$ cat config.mk
export PLATFORM = sky130hd
export DESIGN_NAME = cpo_ctrl
export DESIGN_NICKNAME = d
export VERILOG_FILES = /design/src/sv/cpo_pkg.sv /design/src/sv/cpo_ctrl.sv
export SDC_FILE = /design/constraint.sdc
export NUM_CORES = 1
export LEC_CHECK = 0
export BUFFER_PORTS_ARGS = -buffer_cell sky130_fd_sc_hd__clkbuf_2
export CAP_MARGIN = 10
export CORE_MARGIN = 4
export CORE_UTILIZATION = 30
export DETAILED_ROUTE_END_ITERATION = 6
export HOLD_SLACK_MARGIN = 0.06
export SYNTH_ARGS = -nofsm -noshare
export SYNTH_HDL_FRONTEND = slang
export SYNTH_SLANG_ARGS = --single-unit
$ cat constraint.sdc
create_clock -name clk -period 2.08 [get_ports clk]
set_input_delay 0.208 -clock clk [delete_from_list [all_inputs] [get_ports clk]]
set_output_delay 0.208 -clock clk [all_outputs]
set_load 0.01 [all_outputs]
$ cat src/sv/cpo_pkg.sv
// Shared types, widths and codes for the convex polygon overlap test block.
package cpo_pkg;

    localparam int MAX_VERTICES_DEF   = 64;
    localparam int MAX_ITERATIONS_DEF = 32;
    localparam int COORD_BITS_DEF     = 12;

    // Arithmetic widths, sized for the widest coordinates.
    localparam int CW  = 12;        // vertex coordinate
    localparam int PW  = CW + 1;    // Minkowski difference point
    localparam int EW  = CW + 2;    // edge and origin vectors
    localparam int ZW  = 2 * EW + 1; // cross product
    localparam int DW  = ZW + EW + 2; // search direction and scaled normals
    localparam int VW  = CW + DW;   // vertex times direction
    localparam int VSW = VW + 1;    // vertex dot product
    localparam int MW  = DW + EW;   // normal times point
    localparam int SW  = MW + 1;    // normal dot product

    typedef enum logic [1:0] {
        OP_CLEAR    = 2'd0,
        OP_APPEND_A = 2'd1,
        OP_APPEND_B = 2'd2,
        OP_RUN      = 2'd3
    } op_t;

    typedef enum logic [1:0] {
        RES_DECIDED = 2'd0,
        RES_CAP     = 2'd1,
        RES_EMPTY   = 2'd2,
        RES_DROPPED = 2'd3
    } res_status_t;

    typedef struct packed {
        op_t                   operation;
        logic signed [CW-1:0]  coord_x;
        logic signed [CW-1:0]  coord_y;
    } request_t;

    typedef struct packed {
        logic        collided;
        res_status_t status;
    } result_t;

    typedef enum logic [1:0] {
        LD_LINE = 2'd0,
        LD_N    = 2'd1,
        LD_T1   = 2'd2,
        LD_T2   = 2'd3
    } ld_sel_t;

    typedef enum logic [4:0] {
        S_IDLE,
        S_SCAN_INIT,
        S_SCAN,
        S_FIRST,
        S_LOOP,
        S_CHK_MUL,
        S_CHK_TEST,
        S_LOAD_RED,
        S_Z_MUL,
        S_Z_SUB,
        S_D_DIR,
        S_S1_D,
        S_S1_MUL,
        S_S1_TEST,
        S_S2_D,
        S_S2_MUL,
        S_S2_TEST
    } state_t;

    typedef struct packed {
        logic    clear;
        logic    app_a;
        logic    app_b;
        logic    dir_init;
        logic    scan_clr;
        logic    scan_run;
        logic    sp_load;
        logic    first_load;
        logic    insert;
        logic    ld_en;
        ld_sel_t ld_sel;
        logic    z_mul;
        logic    z_sub;
        logic    d_en;
        logic    d_q_w;
        logic    d_to_dir;
        logic    s_mul;
        logic    s_chk;
        logic    red_t1;
        logic    red_t2;
    } dp_cmd_t;

    typedef struct packed {
        logic       empty;
        logic       overflow;
        logic       scan_done;
        logic       s_neg;
        logic       s_pos;
        logic [1:0] size;
    } dp_stat_t;

endpackage

$ cat src/sv/cpo_ctrl.sv
// Controller: sequences commands, scans, GJK steps and the iteration cap.
module cpo_ctrl #(
    parameter int MAX_ITERATIONS = cpo_pkg::MAX_ITERATIONS_DEF
) (
    input  logic              clk,
    input  logic              rst_n,
    input  logic              start,
    input  cpo_pkg::op_t      operation,
    input  cpo_pkg::dp_stat_t stat,
    output cpo_pkg::dp_cmd_t  cmd,
    output logic              busy,
    output logic              done,
    output cpo_pkg::result_t  result
);

    localparam int ITW = $clog2(MAX_ITERATIONS + 1);

    cpo_pkg::state_t  state_reg, state_next;
    logic [ITW-1:0]   iter_reg, iter_next;
    logic             first_reg, first_next;
    logic             tri_reg, tri_next;
    logic             done_reg, done_next;
    cpo_pkg::result_t result_reg, result_next;
    cpo_pkg::res_status_t decided;

    assign decided = stat.overflow ? cpo_pkg::RES_DROPPED : cpo_pkg::RES_DECIDED;

    always_comb
    begin
        state_next = state_reg;
        unique case (state_reg)
            cpo_pkg::S_IDLE:
            begin
                if (start && operation == cpo_pkg::OP_RUN && !stat.empty)
                begin
                    state_next = cpo_pkg::S_SCAN_INIT;
                end
            end
            cpo_pkg::S_SCAN_INIT: state_next = cpo_pkg::S_SCAN;
            cpo_pkg::S_SCAN:
            begin
                if (stat.scan_done)
                begin
                    state_next = first_reg ? cpo_pkg::S_FIRST : cpo_pkg::S_CHK_MUL;
                end
            end
            cpo_pkg::S_FIRST: state_next = cpo_pkg::S_LOOP;
            cpo_pkg::S_LOOP:
            begin
                state_next = (iter_reg == ITW'(MAX_ITERATIONS)) ? cpo_pkg::S_IDLE
                                                               : cpo_pkg::S_SCAN_INIT;
            end
            cpo_pkg::S_CHK_MUL: state_next = cpo_pkg::S_CHK_TEST;
            cpo_pkg::S_CHK_TEST:
            begin
                state_next = stat.s_neg ? cpo_pkg::S_IDLE : cpo_pkg::S_LOAD_RED;
            end
            cpo_pkg::S_LOAD_RED: state_next = cpo_pkg::S_Z_MUL;
            cpo_pkg::S_Z_MUL:    state_next = cpo_pkg::S_Z_SUB;
            cpo_pkg::S_Z_SUB:    state_next = tri_reg ? cpo_pkg::S_D_DIR : cpo_pkg::S_S1_D;
            cpo_pkg::S_D_DIR:    state_next = cpo_pkg::S_LOOP;
            cpo_pkg::S_S1_D:     state_next = cpo_pkg::S_S1_MUL;
            cpo_pkg::S_S1_MUL:   state_next = cpo_pkg::S_S1_TEST;
            cpo_pkg::S_S1_TEST:
            begin
                state_next = stat.s_pos ? cpo_pkg::S_Z_MUL : cpo_pkg::S_S2_D;
            end
            cpo_pkg::S_S2_D:     state_next = cpo_pkg::S_S2_MUL;
            cpo_pkg::S_S2_MUL:   state_next = cpo_pkg::S_S2_TEST;
            cpo_pkg::S_S2_TEST:
            begin
                state_next = stat.s_neg ? cpo_pkg::S_Z_MUL : cpo_pkg::S_IDLE;
            end
            default: state_next = cpo_pkg::S_IDLE;
        endcase
    end

    always_comb
    begin
        cmd         = '0;
        done_next   = 1'b0;
        result_next = result_reg;
        iter_next   = iter_reg;
        first_next  = first_reg;
        tri_next    = tri_reg;
        unique case (state_reg)
            cpo_pkg::S_IDLE:
            begin
                if (start)
                begin
                    unique case (operation)
                        cpo_pkg::OP_CLEAR:    cmd.clear = 1'b1;
                        cpo_pkg::OP_APPEND_A: cmd.app_a = 1'b1;
                        cpo_pkg::OP_APPEND_B: cmd.app_b = 1'b1;
                        default:
                        begin
                            if (stat.empty)
                            begin
                                done_next          = 1'b1;
                                result_next.collided = 1'b0;
                                result_next.status   = cpo_pkg::RES_EMPTY;
                            end
                            else
                            begin
                                cmd.dir_init = 1'b1;
                                first_next   = 1'b1;
                            end
                        end
                    endcase
                end
            end
            cpo_pkg::S_SCAN_INIT: cmd.scan_clr = 1'b1;
            cpo_pkg::S_SCAN:
            begin
                cmd.scan_run = 1'b1;
                cmd.sp_load  = stat.scan_done;
            end
            cpo_pkg::S_FIRST:
            begin
                cmd.first_load = 1'b1;
                first_next     = 1'b0;
                iter_next      = '0;
            end
            cpo_pkg::S_LOOP:
            begin
                if (iter_reg == ITW'(MAX_ITERATIONS))
                begin
                    done_next            = 1'b1;
                    result_next.collided = 1'b0;
                    result_next.status   = cpo_pkg::RES_CAP;
                end
                else
                begin
                    iter_next = iter_reg + 1'b1;
                end
            end
            cpo_pkg::S_CHK_MUL:
            begin
                cmd.s_mul = 1'b1;
                cmd.s_chk = 1'b1;
            end
            cpo_pkg::S_CHK_TEST:
            begin
                if (stat.s_neg)
                begin
                    done_next            = 1'b1;
                    result_next.collided = 1'b0;
                    result_next.status   = decided;
                end
                else
                begin
                    cmd.insert = 1'b1;
                end
            end
            cpo_pkg::S_LOAD_RED:
            begin
                cmd.ld_en  = 1'b1;
                cmd.ld_sel = (stat.size == 2'd2) ? cpo_pkg::LD_LINE : cpo_pkg::LD_N;
                tri_next   = (stat.size == 2'd2);
            end
            cpo_pkg::S_Z_MUL: cmd.z_mul = 1'b1;
            cpo_pkg::S_Z_SUB: cmd.z_sub = 1'b1;
            cpo_pkg::S_D_DIR:
            begin
                cmd.d_en     = 1'b1;
                cmd.d_to_dir = 1'b1;
            end
            cpo_pkg::S_S1_D:
            begin
                cmd.d_en  = 1'b1;
                cmd.d_q_w = 1'b1;
            end
            cpo_pkg::S_S1_MUL: cmd.s_mul = 1'b1;
            cpo_pkg::S_S1_TEST:
            begin
                if (stat.s_pos)
                begin
                    cmd.ld_en  = 1'b1;
                    cmd.ld_sel = cpo_pkg::LD_T1;
                    cmd.red_t1 = 1'b1;
                    tri_next   = 1'b1;
                end
            end
            cpo_pkg::S_S2_D:   cmd.d_en  = 1'b1;
            cpo_pkg::S_S2_MUL: cmd.s_mul = 1'b1;
            cpo_pkg::S_S2_TEST:
            begin
                // Second normal is the negated form, so its test flips sign.
                if (stat.s_neg)
                begin
                    cmd.ld_en  = 1'b1;
                    cmd.ld_sel = cpo_pkg::LD_T2;
                    cmd.red_t2 = 1'b1;
                    tri_next   = 1'b1;
                end
                else
                begin
                    done_next            = 1'b1;
                    result_next.collided = 1'b1;
                    result_next.status   = decided;
                end
            end
            default: cmd = '0;
        endcase
    end

    always_ff @(posedge clk or negedge rst_n)
    begin
        if (!rst_n)
        begin
            state_reg <= cpo_pkg::S_IDLE;
            iter_reg  <= '0;
            first_reg <= 1'b0;
            tri_reg   <= 1'b0;
            done_reg  <= 1'b0;
        end
        else
        begin
            state_reg <= state_next;
            iter_reg  <= iter_next;
            first_reg <= first_next;
            tri_reg   <= tri_next;
            done_reg  <= done_next;
        end
    end

    always_ff @(posedge clk)
    begin
        result_reg <= result_next;
    end

    assign busy   = (state_reg != cpo_pkg::S_IDLE);
    assign done   = done_reg;
    assign result = result_reg;

endmodule

# Word level (Yosys, flattened, before mapping)
# Index checks and enable logic that the tools add are counted.
classes:
  add_sub_neg: 1
  n_eq_ne: 33
  muxes: 58
  n_reduce_logical: 19
op_table:
  columns: ["cell", "n"]
  rows:
  - ["5-bit one-hot mux with 16 select lines", 1]
  - ["5-bit by 4-bit equality test with 1-bit output, second input constant", 8]
  - ["3-bit two-way mux", 11]
  - ["1-bit two-way mux", 32]
  - ["2-bit inequality test, second input constant", 12]
  - ["5-bit by 3-bit equality test with 1-bit output, second input constant", 4]
  - ["4-bit two-way mux", 3]
  - ["3-bit one-hot mux with 4 select lines", 1]
  - ["6-bit one-hot mux with 2 select lines", 1]
  - ["5-bit by 2-bit equality test with 1-bit output, second input constant", 2]
  - ["5-bit two-way mux", 2]
  - ["3-bit one-hot mux with 3 select lines", 1]
  - ["3-bit OR reduction", 3]
  - ["7-bit AND reduction", 1]
  - ["6-bit by 1-bit adder with 6-bit output, second input constant", 1]
  - ["2-bit equality test, second input constant", 3]
  - ["6-bit equality test, second input constant", 1]
  - ["6-bit two-way mux", 1]
  - ["5-bit by 1-bit equality test with 1-bit output, second input constant", 1]
  - ["5-bit equality test, second input constant", 1]
  - ["5-bit logical NOT", 1]
  - ["5-bit nonzero test", 1]
  - ["2-bit two-way mux", 2]
  - ["1-bit one-hot mux with 4 select lines", 1]
  - ["other kinds (13)", 16]
totals:
  regBits: 17
  input_bits: 12
  output_inout_bits: 26
  word_cells: 118

# Logic depth before layout (Yosys ltp)
# Gate-level depths: netlist of the first run.
depth:
  word_depth: 5
  ltp_mapped: 6
  ltp_nobuf: 6

# Worst setup path before layout of the first run
# No wires, ideal clock.
synth_timing:
  path_kind: "reg2reg"
  from: "reg state_reg[0]"
  to: "reg result_reg, in the netlist result[0], enable pin"
  setup_ps: 344
  arrival_time_ps: 1384
  t_required_ps: 1736
  setup_slack_ps: 351
  path_stages_with_launch: 6
  path_buffers: 1
  period_less_slack_ps: 1729
  path_cell_list: "dfrtp_1 buf_6 or3_4 nor4_1 a21oi_1 o21ai_0"
synth_via:
  elab_chain_cells: 3
  word_cells_on_any_way: 12
  cone_classes: "eq/ne: 9; reduce/logical: 3"
synth_lines:
  columns: ["item", "line_no", "text"]
  rows:
  - ["start: declaration", "cpo_ctrl.sv:18", "cpo_pkg::state_t state_reg, state_next;"]
  - ["start signal: assignment", "cpo_ctrl.sv:211", "state_reg <= cpo_pkg::S_IDLE;"]
  - ["start signal: assignment", "cpo_ctrl.sv:219", "state_reg <= state_next;"]
  - ["5-bit equality test (tied with other cells)", "cpo_ctrl.sv:86", "unique case (state_reg)"]
  - ["4-bit nonzero test (no source line) or 2-bit inequality test (tied branches)", null, null]
  - ["7-bit AND reduction (no source line) *", null, null]
  - ["end signal: assignment", "cpo_ctrl.sv:229", "result_reg <= result_next;"]
  - ["end: declaration", "cpo_ctrl.sv:23", "cpo_pkg::result_t result_reg, result_next;"]
# Every way passes the cells marked *; elsewhere a longest branch is shown, timed or not.
# A chain may end at the register's enable or synchronous reset.

==> results of run 1 <==
-- cell usage after synthesis, types with 3 or more instances --
| library cell | instances |
|---|---|
| nand2b_1 | 7 |
| o21ai_0 | 10 |
| dfrtp_1 | 14 |
| nand2_1 | 10 |
| buf_2 | 4 |
| nand3_1 | 6 |
| a21oi_1 | 10 |
| nor2_1 | 19 |
| nor3_1 | 10 |
| edfxtp_1 | 3 |
| inv_1 | 9 |
| buf_1 | 3 |
| nor2b_1 | 3 |
| nor3b_1 | 6 |
-- cell type report --
class | count | area (µm²)
Tap cell | 50 | 62.6
Fill cell | 439 | 2440
Sequential cell | 17 | 443
Multi-Input combinational cell | 120 | 733
Timing Repair Buffer | 48 | 270
Clock buffer | 4 | 45.0
Inverter | 9 | 33.8
-- power breakdown --
group | internal, mW | switching, mW | total (mW) | leakage [nW]
combinational | 0.438 | 0.544 | 0.982 | 0.524
clock | 0.136 | 0.114 | 0.250 | 0.0228
sequential | 0.423 | 0.124 | 0.547 | 0.207
total | 0.997 | 0.782 | 1.78 | 0.754
-- repair_timing --
action | 4_1_cts | 5_1_grt
endpoints found under the hold margin | 14 | 0
setup endpoints to repair | 1 | 4
gates resized for setup | 1 | 2
hold buffers | 1 | 0
-- worst max path at each step --
stage          cells past startpoint                      from  slack [ns]                   to
2_1_floorplan                      5  state_reg[0]$_DFFE_PN0P_        0.35  result[0]$_DFFE_PP_
3_3_place_gp                       5  state_reg[3]$_DFFE_PN0P_        0.24              cmd[11]
3_5_place_dp                       4  state_reg[1]$_DFFE_PN0P_        0.19  result[1]$_DFFE_PP_
4_1_cts                            5  state_reg[1]$_DFFE_PN0P_        0.06              cmd[15]
5_1_grt                            5  state_reg[1]$_DFFE_PN0P_       0.008              cmd[19]
6_report                           5  state_reg[4]$_DFFE_PN0P_        0.09              cmd[11]
-- through the flow --
| stage | total power, mW | hold WS [ns] | utilization, % |
|---|---|---|---|
| after detailed placement | 1.52 | 0.149 | 37.8 |
| after floorplan | 1.20 | -0.0876 | - |
| after global routing | 1.94 | 0.273 | 39.4 |
| final | 1.78 | 0.255 | 39.4 |
| after CTS | 1.79 | 0.248 | 39.3 |
| after global placement | 1.52 | 0.147 | 37.8 |
-- cell families (layout without fill, tap and decap cells) --
family          after synthesis  count (layout)  share of synthesized area [%]
xor+xnor                      2               2                           1.40
simple gates                 79              79                           35.2
fa+ha+maj                     2               2                           2.00
buf+inv                      19              61                           6.70
flops                        17              17                           35.2
compound gates               35              35                           17.8
mux                           2               2                           1.70
-- worst min-delay path, delay by kind of cell --
kind	cells	cell delay, ns
AO/OA/AOI/OAI	1	0.09
buffers and inverters	1	0.08
AND/OR/NAND/NOR	1	0.07
-- layer usage --
metal	track usage (%)	vias to the layer above	part of all wire (%)	routed length, µm
met5	0	-	0	0
met4	4.71	0	1.3	42
met3	3.17	4	6.7	223
met2	20.4	44	43	1450
met1	19.2	578	49	1620
li1	-	640	-	-
==> impl_summary.md, run 1 <==
Placement
The number of buffers inserted by port buffering is 37. The worst setup timing slack at the placement stage is between 0.15 and 0.2 ns. The final estimated routing congestion in global placement is 0.881. The cell total after placement is ~240. The placed instance area is between 1500 and 2000 µm².

The wire-length estimate of the detail-placed layout is 2.62 mm.

Logic synthesis
The number of storage elements in the synthesis netlist is 17. Yosys printed 0 warnings. Sequential elements use about a third of the synthesized area.

Of the post-synthesis cell area, the dominant cell type holds approximately 28%. Sorting the synthesized cells by area gives the leading types as dfrtp_1 28%, edfxtp_1 7.2%, nor2_1 5.7%. The number of distinct library cells after synthesis is 45. The most common flop cell mapped by yosys is dfrtp_1.

The cell type contributing the most total cell area after synthesis is dfrtp_1. The netlist area before placement is around 1300 µm². The synthesized netlist cell count is between 150 and 200.

The async set or reset register ratio after synthesis is 82.4%. The synthesized netlist net count is 170. Counting flops with a built-in enable in the synthesized netlist gives 3. The average instance in the mapped netlist occupies 8.02 µm².

Floorplanning
The number of cell rows is 23. The number of I/O pins is 38. Measured along the y axis, the die boundary spans around 73 µm.

Once the floorplan was initialized, standard cells occupied around 31% of the core. In this run the horizontal extent of the chip is about 73 µm. The floorplan step defined a die boundary enclosing approximately 5300 µm². The area of the core region is 4030 µm².

Timing
Timing would allow up to 503 MHz. In the post-route analysis, the smallest setup slack over all paths is around 0.09 ns. At the pin with the least slew margin, the transition time is 0.535 ns. The total count of hold-check failures in the final report is 0. The headroom to the max-slew limit is about 64%. The setup violation total in the final timing report is 0. The final-report max-slew violation count was 0. The minimum clock period is about 2 ns. The sum of negative setup slack is 0 ns.

The worst-case clock skew is between 0.007 and 0.008 ns. Setup repair after global routing left no endpoint under its margin. Of the available clock period, the critical path in the final layout requires 95.7%.

Clocking
The TritonCTS clock tree is built. In this run the number of H-tree levels came out at 1. Clock tree synthesis found a total of 17 sinks. The insertion delay of the later-clocked pin in the worst-skew pair is between 0.2 and 0.3 ns. The number of clock buffers added by TritonCTS is 3. After clock tree synthesis, the clock-pin slew on the worst setup and hold paths is 0.07 ns. The clock root buffer is clkbuf_8. The count of buffers added by post-CTS timing repair for setup is 0. The maximum root-to-sink buffer count is 2.

Global route
Global routing used between 10% and 20% of the available tracks. The final global-route overflow total is 0. The wire length of the first global-routing pass is between 5 and 6 mm. The number of antenna violations at the first check in global routing is 0. The via count of the first global-routing pass is approximately 1200. The pin count of the biggest net entering global routing is 15.

Pwr
IR analysis of the VDD net gives a maximum drop of approximately 0.4 mV. The power per cell area is about 1100 nW/µm². The leakage power is approximately 0.75 nW.

Setup path
In this run the critical register-to-register path is launched from state_reg[1]$_DFFE_PN0P_. The worst setup path is of the reg -> out kind. Across all register-to-register paths, the minimum setup slack is roughly 0.19 ns. The startpoint type of the worst setup path is a flop. The endpoint identified for the worst register-to-register timing path is result[0]$_DFFE_PP_. STA classifies the critical path endpoint as an output pin. Traced cell by cell, the critical path runs through buf_4 -> and3b_1 -> and3_1 -> or3_1 -> clkbuf_2. The cell class contributing the biggest share of worst-path delay is simple AND/OR/NAND/NOR gates. The data required time of the critical path is between 1.5 and 2 ns. The buffers plus inverters on the worst setup path is 2. In this run the worst path has a maximum fanout of 9. The number of cells on the worst reg-to-reg path is 4. At the worst endpoint, the arrival time is 1.78 ns. On the critical path, the stage with the largest delay is an instance of dfrtp_1.

The largest single stage delay on the critical path is 0.44 ns.

Detailed routing
After the first detailed-routing iteration, the DRC count stood at approximately 120. After detailed routing, the average wire length per cell comes to 13.4 µm. The iteration count of the initial detailed-routing pass is 4. In the routed design, unresolved DRC markers number 0. Wires add up to 3.33 mm. The post-detailed-route count of antenna-violating nets is 0. For this block, the via count after detailed routing is around 1300.

Dividing the detail-routed via count by the number of cells gives just over 5.

Layout
The fraction of final layout cells sized beyond drive strength 1 is between 30% and 40%. In the layout the commonest cells are 37 x clkbuf_2, 19 x nor2_1, 12 x dfrtp_1. The leading cell type in the layout, fill and taps excluded is clkbuf_2. The post-route non-filler standard cell count is 248. The net total in the final layout is approximately 210.

Compared with the post-synthesis result, the final layout area differs by 26.9%. The flip-flop count of the largest register, all copies and words added is 6. The repair_antennas step left the layout with diodes totalling 0. The finished layout cell area is 1590 µm².

Worst hold path
The worst hold-check path type is in -> reg. The endpoint of the worst hold path is done$_DFF_PN0_. The worst hold path was traced through 3 stages. The startpoint of the worst hold path is stat[6].

Run
The tool flagged a number of max-cap violations equal to 0.

Outcome
The run finished with clean final reports.
Power figures use the tool's default switching activity.
==> run 2, diff against run 1 <==
Settings changed: BUFFER_PORTS_ARGS -buffer_cell sky130_fd_sc_hd__clkbuf_2 to -buffer_cell sky130_fd_sc_hd__buf_2.
==> impl_summary.md, run 2 (synthesis results as in run 1) <==
Clocking
Clock latency on the worst-skew pair, taken at its later pin, is roughly 0.25 ns. The count of H-tree levels built during CTS is 1. The maximum root-to-sink buffer count is 2.

In this run the post-CTS setup repair buffer count came out at 0. The number of buffers added by the clock tree synthesis step is 3. The TritonCTS clock tree is built.

The cell sitting at the root of the clock tree is a clkbuf_8. CTS saw 17 sinks. The clock-pin slew on the worst setup and hold paths is ~0.060 ns.

Detailed routing
Across all layers, the routed design uses ~1200 vias. After the first detailed-routing iteration, the DRC count stood at between 80 and 90. In the final routed layout, each cell accounts on average for about 14 µm.

The pre-antenna-repair detailed-routing pass consisted of 4 iterations. In the routed design, unresolved DRC markers number 0. The post-detailed-route count of antenna-violating nets is 0.

Summed over all layers, the routed wires come to 3.33 mm. Using the TritonRoute via totals, the vias-per-cell ratio works out to just over 5.

Setup path
The worst register-to-register path ends at result[1]$_DFFE_PP_. The start-to-end type of the worst setup path is reg -> out. Measured in cells, the most critical reg-to-reg path has a length of 4. The signal arrival time at the worst endpoint is about 1.8 ns.

The start of the worst register-to-register path is state_reg[0]$_DFFE_PN0P_. Along the worst path, the maximum fanout reaches 11. The category of the worst setup path capture point is an output pin. The data required time of the critical path is between 1.5 and 2 ns. The startpoint type of the worst setup path is a flop.

Setup slack on the worst reg-to-reg path comes out at between 0.15 and 0.2 ns.

Floorplanning
The die area is 5270 µm². The die is about 73 µm tall. The starting utilization of the core area is 31.1%. In this run the standard cell core region covers roughly 4000 µm².

The number of I/O pins is 38. The die is around 73 µm wide. Row generation in the floorplan step produced 23 rows.

Worst hold path
Along the worst hold path, the cell count comes to 3. The endpoint of the worst hold path is done$_DFF_PN0_. The worst hold path begins at stat[6]. The worst hold-check path type is in -> reg.

Layout
The number of fill cells is between 400 and 500. The library cell used most frequently in the layout, excluding fill and tap cells, is buf_2. The area growth from synthesis to layout is 26.9%. The post-route non-filler standard cell count is 246. At the end of the flow, the number of nets in the layout was 211.

The register with the most flip-flops in the layout has 6 of them. The count of inserted antenna diode cells is 0. In the layout the commonest cells are 37 x buf_2, 19 x nor2_1. The fraction of final layout cells sized beyond drive strength 1 is approximately a third.

Timing
Based on the critical path, the design can be clocked at up to around 500 MHz. After routing, the total negative slack on setup checks comes to 0 ns. Setup repair after global routing left no endpoint under its margin. Setup violations remaining at the end of the flow were counted as 0. The headroom to the max-slew limit is 68.1%. After layout, the worst path uses 95.9% of the clock period.

For the pin with the worst max-slew slack, the measured transition is roughly 0.48 ns. The worst-case clock skew is between 0.003 and 0.004 ns. The final-report max-slew violation count is 0.

The minimum clock period is 1.99 ns. The total count of hold-check failures in the final report is 0.

Outcome
The flow ran to the end, and the final reports show no timing, DRC or antenna violations.

Global route
For met2 alone, demand over resource in global routing was 20.0%. Summed over all layers, the global routing overflow is 0. The via count of the first global-routing pass is approximately 1200. In the global route stage, met1 resource usage came out at slightly below 20%. For this run, global-route usage on met3 was measured as around 2.8%. The overall routing resource usage is about 13%. Entering global routing, the biggest net connects 15 pins.

met2 is the most crowded layer. The number of antenna violations at the first check in global routing is 0. The first global-routing pass estimated about 5.7 mm of wire.

Pwr
For this design the ratio of total power to cell area is 1120 nW/µm². The leakage power is approximately 0.76 nW. The design draws 1.77 mW. The worst IR drop on VDD is just over 0.5 mV.

Placement
The count of buffers added on input and output ports is 37. The cell total after placement is 241. The final estimated routing congestion in global placement is between 0.8 and 0.9. After legalization and detailed placement, the total HPWL measured between 2 and 3 mm.

Run
The tool flagged a number of max-cap violations equal to 0.
==> run 2: changes by cell type in the layout (fill, tap and decap cells not counted) <==
| cell | change |
|---|---|
| buf_6 | +2 |
| buf_2 | +37 |
| dfrtp_1 | -2 |
| dfrtp_2 | +2 |
| buf_4 | -4 |
| nor3_1 | -1 |
| clkbuf_2 | -37 |
| nor3_2 | +1 |
==> run 2: area by class of cell <==
| cell class | count | area, µm² | share of cell area [%] |
|---|---|---|---|
| flip-flops and latches | 17 | 445 | 28.1 |
| inverters | 9 | 33.8 | 2.13 |
| well taps | 50 | 62.6 | 3.94 |
| clock buffers | 4 | 45.0 | 2.84 |
| multi-input cells | 120 | 738 | 46.5 |
| repair buffers | 46 | 263 | 16.5 |
==> run 2: what timing repair did <==
action	CTS	global route
resized for setup	2	6
setup endpoints to repair	2	3
gates cloned	0	0
hold buffers	1	0
hold endpoints to repair	14	0
==> run 2: worst max path at each step <==
| stage | slack, ns | end | startpoint | cells past startpoint |
|---|---|---|---|---|
| after global routing | 0.01 | cmd[11] | state_reg[2]$_DFFE_PN0P_ | 5 |
| after global placement | 0.21 | result[1]$_DFFE_PP_ | state_reg[4]$_DFFE_PN0P_ | 4 |
| after CTS | 0.001 | cmd[11] | state_reg[2]$_DFFE_PN0P_ | 5 |
| after detailed placement | 0.16 | result[1]$_DFFE_PP_ | state_reg[0]$_DFFE_PN0P_ | 4 |
| final | 0.09 | cmd[11] | state_reg[2]$_DFFE_PN0P_ | 5 |
| after floorplan | 0.35 | result[0]$_DFFE_PP_ | state_reg[0]$_DFFE_PN0P_ | 5 |
==> run 2: worst max-delay path: stages, from the launching register on <==
cell and delay (ns):
dfrtp_2 0.49, buf_6 0.16, and3b_1 0.16, and3_1 0.20, or3_1 0.37, buf_2 0.15
==> run 2: where the power goes <==
part / switching, mW / total, mW / internal (mW)
clock network: 0.107 / 0.243 / 0.136
registers: 0.151 / 0.576 / 0.425
logic: 0.516 / 0.954 / 0.438
==> run 2: per-layer routing <==
metal  up-vias  wire length, µm
li1        633                -
met1       556             1540
met2        46             1490
met3         6              223
met4         0               71
met5         -                0
==> run 2: through the flow <==
| stage | util [%] | cell area, µm² | hold WS (ns) | setup slack (ns) |
|---|---|---|---|---|
| finish | 39.4 | 1590 | 0.252 | 0.0861 |
| global route | 39.4 | 1590 | 0.263 | 0.0107 |
| CTS | 38.9 | 1570 | 0.250 | 0.00136 |
| detailed placement | 37.5 | 1510 | 0.129 | 0.165 |
| global placement | 37.5 | 1510 | 0.131 | 0.212 |
| floorplan | - | 1250 | -0.0876 | 0.351 |
==> run 3, diff against run 2 <==
Settings changed: CORE_UTILIZATION 30 to 51, PLACE_DENSITY set to 0.79.
==> impl_summary.md, run 3 (synthesis results as in run 1) <==
Layout
The number of fill cells is 190. The count of inserted antenna diode cells is 0. The register with the most flip-flops in the layout has 6 of them. The fraction of final layout cells sized beyond drive strength 1 is between 30% and 40%. In the layout the commonest cells are 37 x buf_2, 19 x nor2_1.

The leading cell type in the layout, fill and taps excluded is buf_2. For this run, the post-layout net count is around 210. The area growth from synthesis to layout is 24.1%.

Pwr
The sequential cell fraction of total power is roughly a third. In this run the power density over the cells is 1130 nW/µm². The power spent charging and discharging nets is 0.802 mW. IR analysis of the VDD net gives a maximum drop of 0.920 mV. The share of total power in combinational logic is between 50% and 60%.

The internal power is roughly 0.95 mW. The fraction of power consumed by the clock network is 10.5%. The switching power as a share of total power is between 40% and 50%. The leakage power is about 0.75 nW.

Global route
The overall routing resource usage is about 20%. The pin count of the biggest net entering global routing is 17. The via count of the first global-routing pass came to about 1200. The wire length of the first global-routing pass is around 5.3 mm. The final global-route overflow total is 0. The number of antenna violations at the first check in global routing was 0.

Run
The max capacitance violation total is 0.

Outcome
The flow ran to the end, and the final reports show no timing, DRC or antenna violations.

Placement
Summed over all nets, the half-perimeter wirelength after detailed placement is between 2 and 2.5 mm. Input and output buffers added on the ports amount to 37. At the end of routability-driven placement, the weighted congestion stood at ~0.93.

Detailed routing
The detail route stage leaves a number of antenna-violating nets equal to 0. The length of routed wiring on met1 is ~1.3 mm. Summed over all nets, wire length on met3 after detailed routing comes to roughly 230 µm. The number of vias per cell after detailed routing is between 5 and 6. Dividing the detail-routed wire length by the instance count gives roughly 14 µm. In the routed design, unresolved DRC markers number 0. Signal routing reaches up to met4.

The detailed router placed around 1300 vias in this run. Wires add up to around 3.1 mm. The pre-antenna-repair detailed-routing pass consisted of 4 iterations. In this run, the number of DRC markers left after iteration 0 of detailed routing was 80. The routed design uses between 1.5 and 2 mm of met2 wire.

Clocking
For the worst-skew pair, the clock arrives at the later sink with an insertion delay of roughly 0.3 ns. After clock tree synthesis, the clock-pin slew on the worst setup and hold paths is around 0.10 ns. The maximum root-to-sink buffer count is 2. The count of H-tree levels built during CTS is 1. CTS placed an instance of clkbuf_4 at the clock tree root. The number of buffers added by the clock tree synthesis step is 3. For this design, the sink count on the clock tree is 17. The TritonCTS clock tree is built.

Timing
The transition time at the pin with the least slew margin is between 0.5 and 0.6 ns. Summed over all failing endpoints, the final setup total negative slack is 0 ns. Setup violations remaining at the end of the flow were counted as 0. The final-report max-slew violation count is 0.

The worst pin sits at a relative slew slack of about 65%. Setup repair after global routing left no endpoint under its margin. The minimum clock period is between 1.5 and 2 ns. The maximum clock rate is ~510 MHz. The final critical-path share of the clock period is about 95%. Between clock sinks in the finished design, the worst skew comes to around 0.0036 ns. The total count of hold-check failures in the final report was 0. The worst hold margin is between 0.15 and 0.2 ns.

Setup path
The worst setup path is of the reg -> out kind. The critical-path maximum fanout is 14. Data arrives at the worst endpoint at roughly 1.8 ns. The startpoint type of the worst setup path is a flop. STA classifies the critical path endpoint as an output pin. The data required time of the critical path is roughly 1.9 ns. Setup slack on the worst reg-to-reg path comes out at 0.25 ns.

Floorplanning
The number of I/O pins is 38. The die is 57.5 µm wide. The initial utilization of the core area, before any placement, comes to between 50% and 60%.

The die extent in y is 57.5 µm. The die area is roughly 3300 µm². The area of the core region is between 2000 and 2500 µm².

The number of cell rows is 17.

Worst hold path
The worst hold-check path type is in -> reg.
## run 3: critical path, cell delays in order, from the launching register on
cell and delay, ns:
dfrtp_2 0.52, and3b_1 0.22, and3_1 0.20, or3_1 0.37
buf_2 0.15
## run 3: power by group through the flow
stage | logic (mW) | registers, mW | clock network, mW
floorplan | 0.739 | 0.463 | 0
CTS | 0.940 | 0.574 | 0.188
global placement | 0.901 | 0.560 | 0
detailed placement | 0.924 | 0.564 | 0
global route | 1.09 | 0.605 | 0.203
finish | 0.981 | 0.590 | 0.185
## run 3: final cells by class
cell class	count	area (µm²)	area share, %
clock buffer	4	26.3	1.69
multi-input combinational	120	748	48.2
timing repair buffer	47	263	16.9
tap	28	35.0	2.26
sequential	17	447	28.8
inverter	9	33.8	2.18
## run 3: path summary, 6_finish.rpt
| path | from | endpoint | cells after the start |
|---|---|---|---|
| max in group asynchronous | rst_n | state_reg[3]$_DFFE_PN0P_ | 2 |
| worst max register to register | state_reg[0]$_DFFE_PN0P_ | result[1]$_DFFE_PP_ | 4 |
| worst max-delay path | state_reg[2]$_DFFE_PN0P_ | cmd[11] | 4 |
| worst min-delay path | stat[6] | done$_DFF_PN0_ | 3 |
| worst min register to register | tri_reg$_DFFE_PN0P_ | tri_reg$_DFFE_PN0P_ | 1 |
| min in group asynchronous | rst_n | iter_reg[2]$_DFFE_PN0P_ | 2 |
## run 3: repair_timing
action | CTS | global route
buffers inserted | 0 | 2
setup endpoints to repair | 4 | 9
hold endpoints to repair | 14 | 0
pin swaps | 0 | 1
hold buffers | 1 | 0
resized for setup | 2 | 6
## run 3: metrics by stage
step / instances / power (mW) / setup WS [ns] / util, % / instance area [µm²]
floorplan: 156 / 1.20 / 0.351 / - / 1250
global placement: 218 / 1.46 / 0.242 / 64.8 / 1470
detailed placement: 218 / 1.49 / 0.153 / 64.8 / 1470
CTS: 223 / 1.70 / 0.00507 / 67.0 / 1530
global route: 225 / 1.90 / 0.0102 / 68.2 / 1550
finish: 225 / 1.76 / 0.106 / 68.2 / 1550
## run 3: routing by layer
layer  up-vias  GRT usage, %
met5         -             0
li1        629             -
met4         0          7.95
met1       601          26.0
met3         7          3.85
met2        54          32.6
